<file path="src/assert_macros.svh">
// Assertion macros shared by the rle_window_decoder RTL.
// Included by the controller and the datapath; no other dependencies.
`ifndef ASSERT_MACROS_SVH
`define ASSERT_MACROS_SVH

// Same-cycle implication, disabled while in reset.
`define RWD_ASSERT_NOW(label, clk, rst_n, ante, cons) \
    label: assert property (@(posedge clk) disable iff (!rst_n) (ante) |-> (cons)) \
        else $error("rle decoder check failed");

// Next-cycle implication, disabled while in reset.
`define RWD_ASSERT_NEXT(label, clk, rst_n, ante, cons) \
    label: assert property (@(posedge clk) disable iff (!rst_n) (ante) |=> (cons)) \
        else $error("rle decoder check failed");

`endif

</file>
<file path="src/rwd_pkg.sv">
// Package for the rle_window_decoder: payload structs, command/status structs
// between controller and datapath, result select and register index codes.
// No dependencies.
`default_nettype none

package rwd_pkg;

    typedef struct packed {
        logic [7:0] comp_byte;
        logic       in_last;
    } rwd_in_t;

    typedef struct packed {
        logic [7:0] byte_first;
        logic [7:0] byte_second;
        logic [1:0] byte_count;
        logic       out_last;
    } rwd_out_t;

    localparam int unsigned REG_W = 24;

    // configuration register indexes
    localparam logic CFG_READ_OFFSET = 1'b0;
    localparam logic CFG_READ_SIZE   = 1'b1;

    localparam logic [7:0] COUNT_MASK = 8'h7F;

    // result formats
    localparam logic [2:0] RES_EMPTY   = 3'd0; // no bytes, only the end mark
    localparam logic [2:0] RES_LIT     = 3'd1; // literal byte from the input
    localparam logic [2:0] RES_PAIR    = 3'd2; // held run byte plus current one
    localparam logic [2:0] RES_SINGLE  = 3'd3; // current run byte alone
    localparam logic [2:0] RES_PARTIAL = 3'd4; // held run byte alone

    typedef struct packed {
        logic       load_hdr;
        logic       lit_step;
        logic       load_run;
        logic       exp_step;
        logic       pair_load;
        logic       pair_clear;
        logic       clear;
        logic       push;
        logic [2:0] res_sel;
        logic       res_last;
    } rwd_cmd_t;

    typedef struct packed {
        logic fifo_space;
        logic window_full;
        logic emit_ok;
        logic fill_now;
        logic rem_one;
        logic pair_has;
        logic step_any;
        logic run_last;
    } rwd_status_t;

endpackage

`default_nettype wire

</file>
<file path="src/rwd_datapath.sv">
// Datapath of the rle_window_decoder: config registers, decode counters,
// run byte pair buffer and the two-entry result queue.
// Depends on rwd_pkg and assert_macros.svh.
`default_nettype none

`include "assert_macros.svh"

module rwd_datapath
    import rwd_pkg::*;
#(
    parameter int unsigned POS_BITS = 24
) (
    input  wire logic              clk,
    input  wire logic              rst_n,
    input  wire logic              cfg_we,
    input  wire logic              cfg_index,
    input  wire logic [REG_W-1:0]  cfg_wdata,
    input  wire rwd_in_t           in_data,
    output logic                   out_valid,
    input  wire logic              out_stall,
    output rwd_out_t               out_data,
    input  wire rwd_cmd_t          cmd,
    output rwd_status_t            st
);

    localparam int unsigned CMP_W = (POS_BITS > REG_W) ? POS_BITS : REG_W;
    localparam logic [POS_BITS-1:0] POS_MAX = {POS_BITS{1'b1}};

    logic [REG_W-1:0]    read_offset_reg;
    logic [REG_W-1:0]    read_size_reg;
    logic [7:0]          remaining_reg, remaining_next;
    logic [POS_BITS-1:0] position_reg, position_next;
    logic [REG_W-1:0]    emitted_reg, emitted_next;
    logic                window_full_reg, window_full_next;
    logic [7:0]          run_byte_reg;
    logic                run_last_reg;
    logic [7:0]          pair_byte_reg;
    logic                pair_has_reg, pair_has_next;
    logic                step_any_reg, step_any_next;

    rwd_out_t            head_reg, skid_reg;
    logic [1:0]          fifo_cnt_reg;
    rwd_out_t            res;
    logic                pop;
    logic                produce;
    logic [REG_W:0]      emitted_inc;

    // ---------------------------------------------------------------- status
    assign emitted_inc = {1'b0, emitted_reg} + {{REG_W{1'b0}}, 1'b1};
    assign produce     = cmd.lit_step | cmd.exp_step;

    always_comb
    begin
        st.fifo_space  = (fifo_cnt_reg != 2'd2);
        st.window_full = window_full_reg;
        st.emit_ok     = (CMP_W'(position_reg) >= CMP_W'(read_offset_reg))
                       && (emitted_reg < read_size_reg) && !window_full_reg;
        st.fill_now    = st.emit_ok && (emitted_inc >= {1'b0, read_size_reg});
        st.rem_one     = (remaining_reg == 8'd1);
        st.pair_has    = pair_has_reg;
        st.step_any    = step_any_reg;
        st.run_last    = run_last_reg;
    end

    // ---------------------------------------------------------------- config
    always_ff @(posedge clk or negedge rst_n)
    begin
        if (!rst_n)
        begin
            read_offset_reg <= '0;
            read_size_reg   <= '1;
        end
        else if (cfg_we)
        begin
            unique case (cfg_index)
                CFG_READ_OFFSET: read_offset_reg <= cfg_wdata;
                CFG_READ_SIZE:   read_size_reg   <= cfg_wdata;
            endcase
        end
    end

    // ---------------------------------------------------------------- decode state
    always_comb
    begin
        remaining_next   = remaining_reg;
        position_next    = position_reg;
        emitted_next     = emitted_reg;
        window_full_next = window_full_reg;
        pair_has_next    = pair_has_reg;
        step_any_next    = step_any_reg;

        if (cmd.load_hdr)
            remaining_next = (in_data.comp_byte & COUNT_MASK) + 8'd1;
        if (produce)
        begin
            remaining_next = remaining_reg - 8'd1;
            if (position_reg != POS_MAX)
                position_next = position_reg + {{(POS_BITS-1){1'b0}}, 1'b1};
            if (st.emit_ok)
            begin
                emitted_next     = emitted_inc[REG_W-1:0];
                window_full_next = st.fill_now;
            end
        end
        if (cmd.load_run)
        begin
            step_any_next = 1'b0;
            pair_has_next = 1'b0;
        end
        if (cmd.exp_step && st.emit_ok)
            step_any_next = 1'b1;
        if (cmd.pair_load)
            pair_has_next = 1'b1;
        if (cmd.pair_clear)
            pair_has_next = 1'b0;
        if (cmd.clear)
        begin
            remaining_next   = '0;
            position_next    = '0;
            emitted_next     = '0;
            window_full_next = 1'b0;
            pair_has_next    = 1'b0;
        end
    end

    always_ff @(posedge clk or negedge rst_n)
    begin
        if (!rst_n)
        begin
            remaining_reg   <= '0;
            position_reg    <= '0;
            emitted_reg     <= '0;
            window_full_reg <= 1'b0;
            pair_has_reg    <= 1'b0;
            step_any_reg    <= 1'b0;
            run_last_reg    <= 1'b0;
        end
        else
        begin
            remaining_reg   <= remaining_next;
            position_reg    <= position_next;
            emitted_reg     <= emitted_next;
            window_full_reg <= window_full_next;
            pair_has_reg    <= pair_has_next;
            step_any_reg    <= step_any_next;
            if (cmd.load_run)
                run_last_reg <= in_data.in_last;
        end
    end

    always_ff @(posedge clk)
    begin
        if (cmd.load_run)
            run_byte_reg <= in_data.comp_byte;
        if (cmd.pair_load)
            pair_byte_reg <= run_byte_reg;
    end

    // ---------------------------------------------------------------- result build
    always_comb
    begin
        res          = '0;
        res.out_last = cmd.res_last;
        unique case (cmd.res_sel)
            RES_EMPTY: ;
            RES_LIT:
            begin
                res.byte_first = in_data.comp_byte;
                res.byte_count = 2'd1;
            end
            RES_PAIR:
            begin
                res.byte_first  = pair_byte_reg;
                res.byte_second = run_byte_reg;
                res.byte_count  = 2'd2;
            end
            RES_SINGLE:
            begin
                res.byte_first = run_byte_reg;
                res.byte_count = 2'd1;
            end
            RES_PARTIAL:
            begin
                res.byte_first = pair_byte_reg;
                res.byte_count = 2'd1;
            end
            default: ;
        endcase
    end

    // ---------------------------------------------------------------- result queue
    // head_reg drives the port; skid_reg holds a second result while the head stalls
    assign out_valid = (fifo_cnt_reg != 2'd0);
    assign out_data  = head_reg;
    assign pop       = out_valid && !out_stall;

    always_ff @(posedge clk or negedge rst_n)
    begin
        if (!rst_n)
            fifo_cnt_reg <= 2'd0;
        else
            fifo_cnt_reg <= fifo_cnt_reg + {1'b0, cmd.push} - {1'b0, pop};
    end

    always_ff @(posedge clk)
    begin
        if (pop && fifo_cnt_reg == 2'd2)
            head_reg <= skid_reg;
        else if (cmd.push && (fifo_cnt_reg == 2'd0 || pop))
            head_reg <= res;
        if (cmd.push && fifo_cnt_reg == 2'd1 && !pop)
            skid_reg <= res;
    end

    `RWD_ASSERT_NOW(a_full_has_bytes, clk, rst_n, window_full_reg, emitted_reg != '0)
    `RWD_ASSERT_NEXT(a_clear_resets, clk, rst_n, cmd.clear,
        position_reg == '0 && emitted_reg == '0 && !window_full_reg)
    `RWD_ASSERT_NOW(a_queue_bound, clk, rst_n, fifo_cnt_reg == 2'd2, !cmd.push)

endmodule

`default_nettype wire

</file>
<file path="src/rwd_controller.sv">
// Controller of the rle_window_decoder: decode phase state machine that
// sequences header, literal and run bytes and the expansion of runs.
// Depends on rwd_pkg and assert_macros.svh.
`default_nettype none

`include "assert_macros.svh"

module rwd_controller
    import rwd_pkg::*;
(
    input  wire logic        clk,
    input  wire logic        rst_n,
    input  wire logic        in_valid,
    output logic             in_stall,
    input  wire rwd_in_t     in_data,
    output rwd_cmd_t         cmd,
    input  wire rwd_status_t st
);

    localparam logic [1:0] ST_HDR  = 2'd0; // expecting header byte
    localparam logic [1:0] ST_RUNB = 2'd1; // expecting run byte
    localparam logic [1:0] ST_LIT  = 2'd2; // in literals
    localparam logic [1:0] ST_EXP  = 2'd3; // expanding a run

    logic [1:0] state_reg, state_next;
    logic       in_fire;
    logic       final_step;

    assign in_stall   = (state_reg == ST_EXP) || !st.fifo_space;
    assign in_fire    = in_valid && !in_stall;
    assign final_step = st.rem_one || st.fill_now;

    always_comb
    begin
        cmd        = '0;
        state_next = state_reg;

        unique case (state_reg)
            ST_EXP:
            begin
                if (st.fifo_space)
                begin
                    cmd.exp_step = 1'b1;
                    if (st.emit_ok)
                    begin
                        if (st.pair_has)
                        begin
                            cmd.push       = 1'b1;
                            cmd.res_sel    = RES_PAIR;
                            cmd.res_last   = st.fill_now || (st.run_last && st.rem_one);
                            cmd.pair_clear = 1'b1;
                        end
                        else if (final_step)
                        begin
                            cmd.push     = 1'b1;
                            cmd.res_sel  = RES_SINGLE;
                            cmd.res_last = st.fill_now || st.run_last;
                        end
                        else
                            cmd.pair_load = 1'b1;
                    end
                    else if (st.rem_one)
                    begin
                        if (st.pair_has)
                        begin
                            cmd.push       = 1'b1;
                            cmd.res_sel    = RES_PARTIAL;
                            cmd.res_last   = st.run_last;
                            cmd.pair_clear = 1'b1;
                        end
                        else if (st.run_last && !st.step_any)
                        begin
                            cmd.push     = 1'b1;
                            cmd.res_sel  = RES_EMPTY;
                            cmd.res_last = 1'b1;
                        end
                    end
                    // once the window fills the rest of the run cannot emit
                    if (final_step)
                    begin
                        state_next = ST_HDR;
                        cmd.clear  = st.run_last;
                    end
                end
            end
            ST_HDR, ST_RUNB, ST_LIT:
            begin
                if (in_fire)
                begin
                    if (st.window_full)
                    begin
                        if (in_data.in_last)
                        begin
                            cmd.clear  = 1'b1;
                            state_next = ST_HDR;
                        end
                    end
                    else if (state_reg == ST_HDR)
                    begin
                        cmd.load_hdr = 1'b1;
                        state_next   = in_data.comp_byte[7] ? ST_RUNB : ST_LIT;
                        if (in_data.in_last)
                        begin
                            cmd.push     = 1'b1;
                            cmd.res_sel  = RES_EMPTY;
                            cmd.res_last = 1'b1;
                            cmd.clear    = 1'b1;
                            state_next   = ST_HDR;
                        end
                    end
                    else if (state_reg == ST_LIT)
                    begin
                        cmd.lit_step = 1'b1;
                        state_next   = st.rem_one ? ST_HDR : ST_LIT;
                        if (st.emit_ok)
                        begin
                            cmd.push     = 1'b1;
                            cmd.res_sel  = RES_LIT;
                            cmd.res_last = in_data.in_last || st.fill_now;
                        end
                        else if (in_data.in_last)
                        begin
                            cmd.push     = 1'b1;
                            cmd.res_sel  = RES_EMPTY;
                            cmd.res_last = 1'b1;
                        end
                        if (in_data.in_last)
                        begin
                            cmd.clear  = 1'b1;
                            state_next = ST_HDR;
                        end
                    end
                    else
                    begin
                        cmd.load_run = 1'b1;
                        state_next   = ST_EXP;
                    end
                end
            end
            default: state_next = ST_HDR;
        endcase
    end

    always_ff @(posedge clk or negedge rst_n)
    begin
        if (!rst_n)
            state_reg <= ST_HDR;
        else
            state_reg <= state_next;
    end

    `RWD_ASSERT_NOW(a_push_has_room, clk, rst_n, cmd.push, st.fifo_space)
    `RWD_ASSERT_NOW(a_exp_not_full, clk, rst_n, state_reg == ST_EXP, !st.window_full)
    `RWD_ASSERT_NOW(a_exp_from_runb, clk, rst_n,
        state_reg == ST_EXP && $past(state_reg) != ST_EXP, $past(state_reg) == ST_RUNB)

endmodule

`default_nettype wire

</file>
<file path="src/rle_window_decoder.sv">
// rle_window_decoder: windowed run-length decoder, top level (controller + datapath).
// Header and literal bytes: taken while the queue has room; a literal result enters the queue.
// Run byte: taken while the queue has room, then expands one decompressed byte per cycle while
// the queue has room, 1 to 128 bytes or until the window fills; byte pairs form one result.
// A two-entry result queue lets the input be taken while one result waits at the output.
// Reset: read_offset 0, read_size all ones, decode state cleared at once; no clearing pass.
`default_nettype none

module rle_window_decoder
    import rwd_pkg::*;
#(
    parameter int unsigned POS_BITS = 24
) (
    input  wire logic             clk,
    input  wire logic             rst_n,
    input  wire logic             cfg_we,
    input  wire logic             cfg_index,
    input  wire logic [REG_W-1:0] cfg_wdata,
    input  wire logic             in_valid,
    output logic                  in_stall,
    input  wire rwd_in_t          in_data,
    output logic                  out_valid,
    input  wire logic             out_stall,
    output rwd_out_t              out_data
);

    rwd_cmd_t    cmd;
    rwd_status_t st;

    rwd_controller u_ctrl (
        .clk      (clk),
        .rst_n    (rst_n),
        .in_valid (in_valid),
        .in_stall (in_stall),
        .in_data  (in_data),
        .cmd      (cmd),
        .st       (st)
    );

    rwd_datapath #(
        .POS_BITS (POS_BITS)
    ) u_dp (
        .clk       (clk),
        .rst_n     (rst_n),
        .cfg_we    (cfg_we),
        .cfg_index (cfg_index),
        .cfg_wdata (cfg_wdata),
        .in_data   (in_data),
        .out_valid (out_valid),
        .out_stall (out_stall),
        .out_data  (out_data),
        .cmd       (cmd),
        .st        (st)
    );

endmodule

`default_nettype wire

</file>
<file path="config.mk">
export PLATFORM = sky130hd
export DESIGN_NAME = rle_window_decoder
export DESIGN_NICKNAME = d
export VERILOG_FILES = /design/src/rwd_pkg.sv /design/src/rwd_datapath.sv /design/src/rwd_controller.sv /design/src/rle_window_decoder.sv
export VERILOG_INCLUDE_DIRS = /design/src /design/src/src
export SDC_FILE = /design/constraint.sdc
export NUM_CORES = 1
export LEC_CHECK = 0
export BUFFER_PORTS_ARGS = -buffer_cell sky130_fd_sc_hd__clkbuf_2
export CAP_MARGIN = 40
export CORE_MARGIN = 2
export CORE_UTILIZATION = 40
export DETAILED_ROUTE_END_ITERATION = 12
export MAX_ROUTING_LAYER = met4
export PLACE_DENSITY = 0.56
export SYNTH_ARGS = -nofsm -noshare
export SYNTH_HDL_FRONTEND = slang
export SYNTH_SLANG_ARGS = --single-unit
</file>
<file path="constraint.sdc">
create_clock -name clk -period 7.85 [get_ports clk]
set_input_delay 1.57 -clock clk [delete_from_list [all_inputs] [get_ports clk]]
set_output_delay 1.57 -clock clk [all_outputs]
set_load 0.01 [all_outputs]
</file>
==> results.md <==
- Status: finished clean
- Root buffer cell: clkbuf_16
- CP Class: register to register
- CP most frequent cell: nand3_1
- CORE AREA: between 0.02 and 0.025 mm^2
- # DRC: 0
- Flops & latches, synth: around 170
- VDD IR max: between 0.1 and 0.15 mV
- Placement row count: 56
- Die width: ~160 um
- Most frequent cells in the layout: dfrtp_1, nand2_1, ha_1
- Starting density of the core: 0.405
- Iteration-0 DRC Markers: 374
- Initial DRT Pass Iterations: 4
- Antenna viol nets, final: 0
- CP max FO: 19
- R2R Path Start: u_dp.emitted_reg[9]
- IO buf count: slightly below 60
- Max-slew violation count: 0
- Global route total overflow: 0
- Routability cong.: 0.806
- Hold WC Path Type: register to register
- Post-Syn Nets: 1,031
- H-tree levels: 4
- CTS max path bufs: 2
- Drt wl/cell: about 15 um
- Worst Skew: 0.0180 ns
- CTS tree: built
- Worst EP arrival: ~5 ns
- Clock Latency Late Sink: roughly 0.44 ns
- Crit path largest cell delay: 0.67 ns
- Cell area after layout: about 0.011 mm^2
- Worst reg2reg setup slack: 2.93 ns
- Psw: 0.000781 W
- Area grow syn2layout: 14.0%
- Reg power frac: 0.435
- P per Cell Area: approximately 230 mW/mm^2
- Ys flop type: dfrtp_1
- Startpoint Class: register
- Max-slew headroom: 0.440
- Dpl cell area: 0.0101 mm^2
- Crit share post-route: 0.626
- Yosys Warn Count: 0
- Clock-pin slew on the worst setup and hold paths: 0.07 ns
- Comb power frac: 0.211
- Final hold violation count: 0
- Number of distinct library cells after synthesis: 63
- Critical path endpoint: u_dp.out_data[1]
- First-pass GRT wire length: 33.9 mm
- Avg Cell Area, Syn: 10.3 um^2
- Syn Inst Count: 913
- Worst-path cell chain: nand3_1, or2_2, nor4b_2, nand3_1, nor2_1, nand3_1, xnor2_1, ha_1, nand3_1, nor4_1, o211ai_1, nand3_1, o22ai_1, a222oi_1, nand2b_1
- CTS buffer count: 17
- Largest net degree at the start of global routing: 60
- Total global-route track usage: 0.179
- CP Capture Type: register
- Slew @ Worst Pin: 0.840 ns
- Antenna diodes: 0
- Total number of vias: between 6,000 and 7,000
- Post-CTS Setup Bufs: 0
- RSZ-0062 raised after global routing: false
- CTS Hold Bufs: 0
- CP startpoint: u_dp.emitted_reg[9]
- Max-capacitance violation count: 0
- Final total power: 0.00251 W
- Routed WL: 20.2 mm
- Setup TNS: 0 ns
- Vias/cell: 5.06
- Static Leak: 5.05 nW
- Full die area: 0.0248 mm^2
- Sw Ratio: 0.311
- Max Freq: approximately 0.20 GHz
- Fin crit period: 4.92 ns
- Antenna violations before repair: 0
- Clock power frac: 0.354
- End of the worst register-to-register path: u_dp.out_data[1]
- Sequential area share after synthesis: 0.473
- Post-CTS resize count: 0
- Worst path slowest cell: nand2b_1
- Final Setup Violations: 0
- Layout Nets: 1,090
- Worst EP required: just under 8 ns
- Synthesized area: about 0.0094 mm^2
- CTS sink cnt: 166
- Layout cells sized above 1: 0.177
- Post-synth EDFFs: 54
- Die height: 157 um
- Internal: 0.00173 W
- Async set-reset flop share out of synthesis: 0.675
- Commonest non-fill, non-tap cell in the layout: dfrtp_1
- Hpwl dp: 15.0 mm
- Vias in the first global route: between 6,000 and 7,000
- Path depth of the worst reg2reg path: 15
- I/O Pins: 60
## cells by family (layout without fill, tap and decap cells)
kind of cell | count (synthesis) | in the layout | share of synthesized area
compound gates | 148 | 148 | 0.105
buf+inv | 100 | 171 | 0.0420
simple gates | 311 | 311 | 0.165
flops | 166 | 166 | 0.473
xor+xnor | 74 | 74 | 0.0688
fa+ha+maj | 79 | 79 | 0.105
mux | 35 | 35 | 0.0416
## power by group through the flow
stage	Sequential, W	Combinational, W	Clock, W
6_report	0.00109	0.000530	0.000889
5_1_grt	0.00111	0.000606	0.000941
4_1_cts	0.00109	0.000539	0.000903
3_5_place_dp	0.00111	0.000535	0
3_3_place_gp	0.00111	0.000523	0
2_1_floorplan	0.00109	0.000377	0
## worst max-delay path, delay by kind of cell (launching register included)
family | cells | cell delay (ns)
compound gates | 3 | 0.67
xor+xnor | 1 | 0.14
simple gates | 10 | 2.96
flops | 1 | 0.47
fa+ha+maj | 1 | 0.30
## synthesized netlist by cell type (6+ instances only)
master    instances  area share
nand2_1          83       0.033
a221o_1           9      0.0096
a21oi_1          32       0.017
nor3_1           26       0.014
o21ai_0          39       0.021
a21o_1           18       0.014
clkbuf_1         14      0.0056
xor2_1           44       0.041
and2_1           11      0.0073
dfrtp_1          88        0.23
mux2_2           33       0.039
nand3_1          34       0.018
inv_1            72       0.029
a31oi_1           6      0.0040
ha_1             79        0.10
and3_1           19       0.013
nor2_1           77       0.031
nand4_1          22       0.015
nand2b_1          6      0.0040
xnor2_1          30       0.028
dfstp_2          24       0.067
buf_2            10      0.0053
edfxtp_1         54        0.17
## cell type report
| cell class | count | area (um^2) |
|---|---|---|
| well taps | 319 | 399 |
| fillers | 2240 | 12500 |
| inverters | 72 | 270 |
| flip-flops and latches | 166 | 4450 |
| multi-input cells | 647 | 4600 |
| repair buffers | 68 | 397 |
| clock buffers | 17 | 425 |
| clock inverters | 14 | 189 |
## metal layers
| layer | global-route usage | vias up | share of wire |
|---|---|---|---|
| li1 | - | 3344 | - |
| met1 | 0.239 | 3148 | 0.49 |
| met2 | 0.288 | 86 | 0.47 |
| met3 | 0.0278 | 17 | 0.023 |
| met4 | 0.0442 | 0 | 0.010 |
| met5 | - | - | 0 |
## stage by stage
step	hold slack [ns]	utilization	setup WS, ns	cells
6_report	0.481	0.461	2.93	1303
2_1_floorplan	0.442	-	3.01	913
4_1_cts	0.485	0.461	2.92	1303
5_1_grt	0.495	0.461	2.48	1303
3_3_place_gp	0.465	0.433	2.93	1269
3_5_place_dp	0.469	0.435	2.95	1272
## worst min path at each step
stage	slack, ns	start	end	cells past startpoint
after floorplan	0.44	u_dp.run_byte_reg[0]	u_dp.pair_byte_reg[0]	0
after global placement	0.47	u_dp.run_byte_reg[0]	u_dp.pair_byte_reg[0]	0
after detailed placement	0.47	u_dp.run_byte_reg[3]	u_dp.pair_byte_reg[3]	0
after CTS	0.48	u_dp.run_byte_reg[3]	u_dp.pair_byte_reg[3]	0
after global routing	0.49	u_dp.run_byte_reg[1]	u_dp.pair_byte_reg[1]	0
final	0.48	u_dp.run_byte_reg[1]	u_dp.pair_byte_reg[1]	0
Power figures use the tool's default switching activity.
